## config.mk

```make
export PLATFORM = sky130hd
export DESIGN_NAME = cp1251_to_utf8_converter
export DESIGN_NICKNAME = d
export VERILOG_FILES = /design/src/c2u_pkg.sv /design/src/c2u_front.sv /design/src/c2u_queue.sv /design/src/c2u_back.sv /design/src/cp1251_to_utf8_converter.sv
export SDC_FILE = /design/constraint.sdc
export NUM_CORES = 1
export LEC_CHECK = 0
export BUFFER_PORTS_ARGS = -buffer_cell sky130_fd_sc_hd__buf_2
export CAP_MARGIN = 20
export CORE_ASPECT_RATIO = 0.9
export CORE_UTILIZATION = 65
export DETAILED_ROUTE_END_ITERATION = 10
export GPL_TIMING_DRIVEN = 0
export PLACE_DENSITY = 0.87
export SKIP_CTS_REPAIR_TIMING = 1
export SYNTH_ARGS = -nofsm -noshare
export SYNTH_HDL_FRONTEND = slang
export SYNTH_SLANG_ARGS = --single-unit
```

## constraint.sdc

```tcl
create_clock -name clk -period 6.6 [get_ports clk]
set_input_delay 1.32 -clock clk [delete_from_list [all_inputs] [get_ports clk]]
set_output_delay 1.32 -clock clk [all_outputs]
set_load 0.05 [all_outputs]
```

## src/c2u_pkg.sv

```systemverilog
// Shared types and constants of the CP1251 to UTF-8 converter
`timescale 1ns / 1ps
package c2u_pkg;

  // Widths
  localparam int BYTE_W   = 8;
  localparam int CP_W     = 14;
  localparam int MAX_UTF  = 3;
  localparam int NB_W     = 2;

  // Encoded byte counts
  localparam logic [NB_W-1:0] NB_ONE   = 2'd1;
  localparam logic [NB_W-1:0] NB_TWO   = 2'd2;
  localparam logic [NB_W-1:0] NB_THREE = 2'd3;

  // Queue between front and back
  localparam int Q_DEPTH = 2;
  localparam int Q_IDX_W = $clog2(Q_DEPTH);
  localparam int Q_CNT_W = $clog2(Q_DEPTH + 1);

  // One encoded character: byte 0 goes out first
  typedef struct packed {
    logic [NB_W-1:0]                 nbytes;
    logic [MAX_UTF-1:0][BYTE_W-1:0]  bytes;
  } c2u_enc_t;

endpackage

```

## src/c2u_front.sv

```systemverilog
// Front end: accepts CP1251 bytes, maps them and builds the UTF-8 bytes
`timescale 1ns / 1ps
module c2u_front import c2u_pkg::*; (
  input  logic              clk,
  input  logic              rst_n,
  input  logic              push,
  output logic              full,
  input  logic [BYTE_W-1:0] in_byte,
  output logic              enc_valid,
  input  logic              enc_ready,
  output c2u_enc_t          enc_data
);

  // Code point of one CP1251 byte
  function automatic logic [CP_W-1:0] cp_lookup(input logic [BYTE_W-1:0] b);
    logic [CP_W-1:0] cp;
    unique case (b)
      8'h80: cp = 14'd1026;  8'h81: cp = 14'd1027;  8'h82: cp = 14'd8218;
      8'h83: cp = 14'd1107;  8'h84: cp = 14'd8222;  8'h85: cp = 14'd8230;
      8'h86: cp = 14'd8224;  8'h87: cp = 14'd8225;  8'h88: cp = 14'd8364;
      8'h89: cp = 14'd8240;  8'h8a: cp = 14'd1033;  8'h8b: cp = 14'd8249;
      8'h8c: cp = 14'd1034;  8'h8d: cp = 14'd1036;  8'h8e: cp = 14'd1035;
      8'h8f: cp = 14'd1039;
      8'h90: cp = 14'd1106;  8'h91: cp = 14'd8216;  8'h92: cp = 14'd8217;
      8'h93: cp = 14'd8220;  8'h94: cp = 14'd8221;  8'h95: cp = 14'd8226;
      8'h96: cp = 14'd8211;  8'h97: cp = 14'd8212;
      // unassigned position, mapped like 0x9B
      8'h98: cp = 14'd8250;
      8'h99: cp = 14'd8482;  8'h9a: cp = 14'd1113;  8'h9b: cp = 14'd8250;
      8'h9c: cp = 14'd1114;  8'h9d: cp = 14'd1116;  8'h9e: cp = 14'd1115;
      8'h9f: cp = 14'd1119;
      8'ha0: cp = 14'd160;   8'ha1: cp = 14'd1038;  8'ha2: cp = 14'd1118;
      8'ha3: cp = 14'd1032;  8'ha4: cp = 14'd164;   8'ha5: cp = 14'd1168;
      8'ha6: cp = 14'd166;   8'ha7: cp = 14'd167;   8'ha8: cp = 14'd1025;
      8'ha9: cp = 14'd169;   8'haa: cp = 14'd1028;  8'hab: cp = 14'd171;
      8'hac: cp = 14'd172;   8'had: cp = 14'd173;   8'hae: cp = 14'd174;
      8'haf: cp = 14'd1031;
      8'hb0: cp = 14'd176;   8'hb1: cp = 14'd177;   8'hb2: cp = 14'd1030;
      8'hb3: cp = 14'd1110;  8'hb4: cp = 14'd1169;  8'hb5: cp = 14'd181;
      8'hb6: cp = 14'd182;   8'hb7: cp = 14'd183;   8'hb8: cp = 14'd1105;
      8'hb9: cp = 14'd8470;  8'hba: cp = 14'd1108;  8'hbb: cp = 14'd187;
      8'hbc: cp = 14'd1112;  8'hbd: cp = 14'd1029;  8'hbe: cp = 14'd1109;
      8'hbf: cp = 14'd1111;
      default: begin
        // ASCII passes through, 0xC0 and up is the contiguous Cyrillic block
        if (b[7] == 1'b0) cp = {{(CP_W-BYTE_W){1'b0}}, b};
        else cp = 14'd848 + {{(CP_W-BYTE_W){1'b0}}, b};
      end
    endcase
    return cp;
  endfunction

  // UTF-8 bytes of one code point
  function automatic c2u_enc_t utf8_encode(input logic [CP_W-1:0] cp);
    c2u_enc_t e;
    e = '0;
    if (cp < 14'h0080) begin
      e.nbytes   = NB_ONE;
      e.bytes[0] = cp[7:0];
    end else if (cp < 14'h0800) begin
      e.nbytes   = NB_TWO;
      e.bytes[0] = {3'b110, cp[10:6]};
      e.bytes[1] = {2'b10, cp[5:0]};
    end else begin
      e.nbytes   = NB_THREE;
      e.bytes[0] = {4'b1110, 2'b00, cp[13:12]};
      e.bytes[1] = {2'b10, cp[11:6]};
      e.bytes[2] = {2'b10, cp[5:0]};
    end
    return e;
  endfunction

  logic     stage_valid_r, stage_valid_nxt;
  c2u_enc_t stage_enc_r, stage_enc_nxt;
  logic     stage_ready;

  assign stage_ready = !stage_valid_r || enc_ready;
  assign full        = !stage_ready;

  // Load a new character whenever the stage drains or is empty
  always_comb begin
    stage_valid_nxt = stage_valid_r;
    stage_enc_nxt   = stage_enc_r;
    if (stage_ready) begin
      stage_valid_nxt = push;
      stage_enc_nxt   = utf8_encode(cp_lookup(in_byte));
    end
  end

  always_ff @(posedge clk) begin
    if (!rst_n) begin
      stage_valid_r <= 1'b0;
    end else begin
      stage_valid_r <= stage_valid_nxt;
    end
  end

  always_ff @(posedge clk) begin
    stage_enc_r <= stage_enc_nxt;
  end

  assign enc_valid = stage_valid_r;
  assign enc_data  = stage_enc_r;

endmodule

```

## src/c2u_queue.sv

```systemverilog
// Short queue of encoded characters between front and back
`timescale 1ns / 1ps
module c2u_queue import c2u_pkg::*; (
  input  logic     clk,
  input  logic     rst_n,
  input  logic     wr_valid,
  output logic     wr_ready,
  input  c2u_enc_t wr_data,
  output logic     rd_valid,
  input  logic     rd_ready,
  output c2u_enc_t rd_data
);

  c2u_enc_t             mem_r [Q_DEPTH];
  logic [Q_IDX_W-1:0]   wr_ptr_r, wr_ptr_nxt;
  logic [Q_IDX_W-1:0]   rd_ptr_r, rd_ptr_nxt;
  logic [Q_CNT_W-1:0]   count_r, count_nxt;
  logic                 do_wr, do_rd;

  assign wr_ready = (count_r != Q_CNT_W'(Q_DEPTH));
  assign rd_valid = (count_r != '0);
  assign do_wr    = wr_valid && wr_ready;
  assign do_rd    = rd_valid && rd_ready;
  assign rd_data  = mem_r[rd_ptr_r];

  // Advance pointers and occupancy
  always_comb begin
    wr_ptr_nxt = wr_ptr_r;
    rd_ptr_nxt = rd_ptr_r;
    count_nxt  = count_r;
    if (do_wr) begin
      wr_ptr_nxt = (wr_ptr_r == Q_IDX_W'(Q_DEPTH - 1)) ? '0 : wr_ptr_r + 1'b1;
    end
    if (do_rd) begin
      rd_ptr_nxt = (rd_ptr_r == Q_IDX_W'(Q_DEPTH - 1)) ? '0 : rd_ptr_r + 1'b1;
    end
    if (do_wr && !do_rd) count_nxt = count_r + 1'b1;
    else if (do_rd && !do_wr) count_nxt = count_r - 1'b1;
  end

  always_ff @(posedge clk) begin
    if (!rst_n) begin
      wr_ptr_r <= '0;
      rd_ptr_r <= '0;
      count_r  <= '0;
    end else begin
      wr_ptr_r <= wr_ptr_nxt;
      rd_ptr_r <= rd_ptr_nxt;
      count_r  <= count_nxt;
    end
  end

  // Store the incoming character
  always_ff @(posedge clk) begin
    if (do_wr) mem_r[wr_ptr_r] <= wr_data;
  end

endmodule

```

## src/c2u_back.sv

```systemverilog
// Back end: serializes encoded characters into the output byte register
`timescale 1ns / 1ps
module c2u_back import c2u_pkg::*; (
  input  logic              clk,
  input  logic              rst_n,
  input  logic              enc_valid,
  output logic              enc_ready,
  input  c2u_enc_t          enc_data,
  output logic              empty,
  input  logic              pop,
  output logic [BYTE_W-1:0] out_byte,
  output logic              out_last_byte
);

  logic              out_valid_r, out_valid_nxt;
  logic [BYTE_W-1:0] out_byte_r, out_byte_nxt;
  logic              out_last_r, out_last_nxt;
  logic [NB_W-1:0]   idx_r, idx_nxt;
  logic              out_xfer, can_load, is_last;

  assign out_xfer = pop && out_valid_r;
  assign can_load = !out_valid_r || out_xfer;
  assign is_last  = ((idx_r + 1'b1) == enc_data.nbytes);
  assign enc_ready = can_load && is_last;

  // Send the next byte of the head character, drop it after its last byte
  always_comb begin
    out_valid_nxt = out_valid_r;
    out_byte_nxt  = out_byte_r;
    out_last_nxt  = out_last_r;
    idx_nxt       = idx_r;
    if (can_load) begin
      out_valid_nxt = enc_valid;
      if (enc_valid) begin
        out_byte_nxt = enc_data.bytes[idx_r];
        out_last_nxt = is_last;
        idx_nxt      = is_last ? '0 : idx_r + 1'b1;
      end
    end
  end

  always_ff @(posedge clk) begin
    if (!rst_n) begin
      out_valid_r <= 1'b0;
      idx_r       <= '0;
    end else begin
      out_valid_r <= out_valid_nxt;
      idx_r       <= idx_nxt;
    end
  end

  always_ff @(posedge clk) begin
    out_byte_r <= out_byte_nxt;
    out_last_r <= out_last_nxt;
  end

  assign empty         = !out_valid_r;
  assign out_byte      = out_byte_r;
  assign out_last_byte = out_last_r;

endmodule

```

## src/cp1251_to_utf8_converter.sv

```systemverilog
// Top level of the CP1251 to UTF-8 converter
// Converts one Windows-1251 byte per transfer into its UTF-8 bytes, one byte per
// result transfer, with out_last_byte marking the final byte of each character.
// Byte 0 gives a single 0 byte; 0x98 encodes as U+203A. The output byte register
// delivers one byte per cycle while pop is held, and an input byte yields 1, 2 or 3
// output bytes according to its UTF-8 length; push may continue every cycle while the
// two-entry queue has room. The first result byte of an input is registered in the
// front stage, then in the queue and then in the output register.
`timescale 1ns / 1ps
module cp1251_to_utf8_converter import c2u_pkg::*; (
  input  logic              clk,
  input  logic              rst_n,
  input  logic              push,
  output logic              full,
  input  logic [BYTE_W-1:0] in_byte,
  output logic              empty,
  input  logic              pop,
  output logic [BYTE_W-1:0] out_byte,
  output logic              out_last_byte
);

  logic     f_valid, f_ready;
  c2u_enc_t f_data;
  logic     b_valid, b_ready;
  c2u_enc_t b_data;

  c2u_front u_front (
    .clk       (clk),
    .rst_n     (rst_n),
    .push      (push),
    .full      (full),
    .in_byte   (in_byte),
    .enc_valid (f_valid),
    .enc_ready (f_ready),
    .enc_data  (f_data)
  );

  c2u_queue u_queue (
    .clk      (clk),
    .rst_n    (rst_n),
    .wr_valid (f_valid),
    .wr_ready (f_ready),
    .wr_data  (f_data),
    .rd_valid (b_valid),
    .rd_ready (b_ready),
    .rd_data  (b_data)
  );

  c2u_back u_back (
    .clk           (clk),
    .rst_n         (rst_n),
    .enc_valid     (b_valid),
    .enc_ready     (b_ready),
    .enc_data      (b_data),
    .empty         (empty),
    .pop           (pop),
    .out_byte      (out_byte),
    .out_last_byte (out_last_byte)
  );

endmodule

```

==> results.cfg <==
[critical_path]
path_class = in -> reg
r2r_setup_slack_ns = 3.61
start_kind = primary input
cp.required_ns = 6.65
critical-path-top-delay-family = compound AO/OA/AOI/OAI gates
crit_top_cell = buf_2
critical_path_cell_count = 10
path_buf_inv = 4
crit_chain = buf_2 > inv_1 > ha_1 > buf_2 > buf_1 > a22oi_1 > o22ai_1 > a32oi_1 > nor4b_1 > a31oi_1
ff2ff_path_depth = 9
crit_start = in_byte[4]
crit_slowest_cell = nor4b_1
endpoint = u_front.enc_data[10]
critPathArrivalTime_ns = 3.96
reg2reg_to = u_queue.count_r[1]
critPathMaxStageDelay_ns = 0.77
critPathMaxFanout = 10
critPathCaptureType = flip-flop

[flow_run]
drv_cap = 0

[clocking]
cts_tree = built
cts.clk_slew.worst_paths_ns = 0.09
clockBufferDepth = 2
clock_latency_ns = 0.35
cts_root_buf = clkbuf_8
cts_buffers = 9
cts.sinks = 87
htreeDepth = 3

[yosys]
synth-main-ff-cell = edfxtp_1
synth_edf_count = 78
ys_ff_latch = 87
synthSimpleGateAreaFrac_pct = 14.5
synth_fp_nets = 437
syn_area_sq_um = 4810
synth_xor_xnor_area_share_pct = 1.09
synth_compound_area_share_pct = 19.3
synthMuxAreaShare_pct = 5.54
synth_top_family_by_area = compound AO/OA/AOI/OAI gates
synthAdderAreaFrac_pct = 1.30
yosysSeqAreaShare_pct = 52.5
synth_cell_types = 75
netlist_instances = 420
synthArstFlopShare_pct = 0
yosysWarnings = 0
avgSynthCellArea_sq_um = 11.4

[sta]
rsz0062_at_grt = false
clock_skew_ns = 0.0138
tightest_slew_ns = 1.03
maxSlewHeadroom_pct = 31.1
drv_slew = 0
fin_tns_setup_ns = 0
fmax_mhz = 256
post-route-min-period_ns = 3.91
hold_viol = 0
setup_violations = 0
post-route-period-util_pct = 59.3

[route]
drt-initial-drc-count = 950
vias = 4263
post-route-drc-count = 0
first_pass_iters = 6
wl_per_cell_um = 28.0
viasPerCell = 7.72
detail_route.wirelength_um = 15400
ant_nets = 0

[floorplan]
start_util_pct = 67.6
ioPinCount = 23
die_w_um = 92.7
fp.coreArea_sq_um = 7110
die_area_sq_um = 7750
core.rowCount = 29
die_h_um = 83.6

[layout]
final_cell_mix = edfxtp_1 (78), buf_2 (39), a21oi_1 (21)
layout.nets = 471
layout-drive-gt1-share_pct = 19.8
areaGrowthSynthToFinish_pct = 9.50
antenna_cells = 0
layout_commonest_cell = edfxtp_1
post-route-util_pct = 74.0

[power_and_ir_drop]
peakVddDrop_mv = 0.201
p_leak_nw = 1.91
p_per_area_nw_per_um2 = 322
finalPower_mw = 1.69

[status]
outcome = finished, final reports clean

[place]
hpwl_um = 10700
io_buffer_count = 21
place.gp.congestion = 1.03

[grt]
grt_pass1_wl_um = 22900
grt_usage_pct = 40.6
first_global_vias = 3998
gr-total-overflow = 0
grt_max_degree = 25
antenna_found_initial = 0

[worst_hold_path]
hold_depth = 0
holdCritPathClass = reg -> reg
worst register-to-register path, delay by kind of cell (launching register included):
kind / cells / cell delay [ns]
mux: 2 / 0.83
simple gates: 2 / 0.52
xor+xnor: 2 / 0.35
fa+ha+maj: 1 / 0.33
flops: 1 / 0.32
buf+inv: 1 / 0.32
compound gates: 1 / 0.24
per-stage QoR:
| stage | worst slack, ns | cell area, sq um | hold slack (ns) | instances |
|---|---|---|---|---|
| floorplan | 3.35 | 4810 | 0.421 | 420 |
| global placement | 2.53 | 5030 | 0.424 | 534 |
| detailed placement | 2.61 | 5050 | 0.438 | 535 |
| CTS | 2.98 | 5250 | 0.456 | 551 |
| global route | 2.80 | 5270 | 0.467 | 552 |
| finish | 2.69 | 5270 | 0.455 | 552 |
routing by layer:
layer	GRT usage, %	routed length [um]	up-vias
met1	53.9	5360	1973
met5	0	0	-
met3	15.0	2520	120
met2	60.9	6720	477
met4	16.1	835	0
li1	-	-	1693
synthesized netlist by cell type, drive strengths merged, types with 3 or more instances:
| cell type | n | share of area [%] |
|---|---|---|
| nor2b | 6 | 0.78 |
| buf | 28 | 3.4 |
| nor3b | 3 | 0.47 |
| a211oi | 5 | 0.78 |
| nand2 | 18 | 1.4 |
| nand4b | 3 | 0.55 |
| inv | 22 | 1.7 |
| or2 | 7 | 0.91 |
| nand2b | 7 | 0.91 |
| or3 | 3 | 0.39 |
| nand4 | 3 | 0.39 |
| nand3 | 10 | 1.0 |
| a221o | 3 | 0.62 |
| mux4 | 6 | 2.8 |
| a22o | 3 | 0.55 |
| o22ai | 18 | 2.3 |
| a21oi | 21 | 2.2 |
| o32ai | 3 | 0.55 |
| a31oi | 12 | 1.7 |
| and2 | 8 | 1.0 |
| edfxtp | 78 | 49 |
| ha | 5 | 1.3 |
| nor4 | 5 | 0.78 |
| nor4bb | 3 | 0.62 |
| clkbuf | 9 | 0.70 |
| nand3b | 5 | 1.0 |
| and3 | 5 | 0.65 |
| nor3 | 5 | 0.52 |
| a21o | 3 | 0.47 |
| o21ai | 20 | 2.2 |
| mux2i | 12 | 2.5 |
| a32oi | 5 | 1.2 |
| o21a | 4 | 0.62 |
| dfxtp | 9 | 3.7 |
| xnor2 | 4 | 0.73 |
| nor2 | 21 | 1.6 |
state kept, by name (all words and copies together) (netlist names), 2 cells and up, named ones only:
register / count
u_queue.count_r: 2
u_back.out_byte: 8
u_front.enc_data: 23
u_queue.mem_r: 46
u_back.idx_r: 2
layout make-up:
cell class / count / area [sq um]
clock buffer: 10 / 128
inverter: 22 / 82.6
fill: 493 / 1850
clock inverter: 6 / 75.1
sequential: 87 / 2520
tap: 93 / 116
multi-input combinational: 274 / 2010
timing repair buffer: 23 / 135
buffer: 37 / 195
cell families (layout without fill, tap and decap cells):
group | after synthesis | in the layout
AOI/OAI and AO/OA | 125 | 125
buffers and inverters | 59 | 98
DFF | 87 | 87
xor gates and xnor gates | 6 | 6
and+or+nand+nor | 119 | 119
adders and majority gates | 5 | 5
muxes | 19 | 19
worst min path at each step:
| stage | startpoint | end | slack (ns) |
|---|---|---|---|
| floorplan | u_front.enc_data[0] | u_queue.mem_r[0][0] | 0.42 |
| global placement | u_front.enc_data[11] | u_queue.mem_r[1][11] | 0.42 |
| detailed placement | u_front.enc_data[11] | u_queue.mem_r[0][11] | 0.44 |
| CTS | u_front.enc_data[11] | u_queue.mem_r[1][11] | 0.46 |
| global route | u_front.enc_data[11] | u_queue.mem_r[1][11] | 0.47 |
| finish | u_front.enc_data[11] | u_queue.mem_r[1][11] | 0.46 |
power by group:
part	switching, mW	internal [mW]
combinational	0.368	0.160
clock	0.201	0.181
sequential	0.0497	0.733
(Power assumes the default switching activity.)
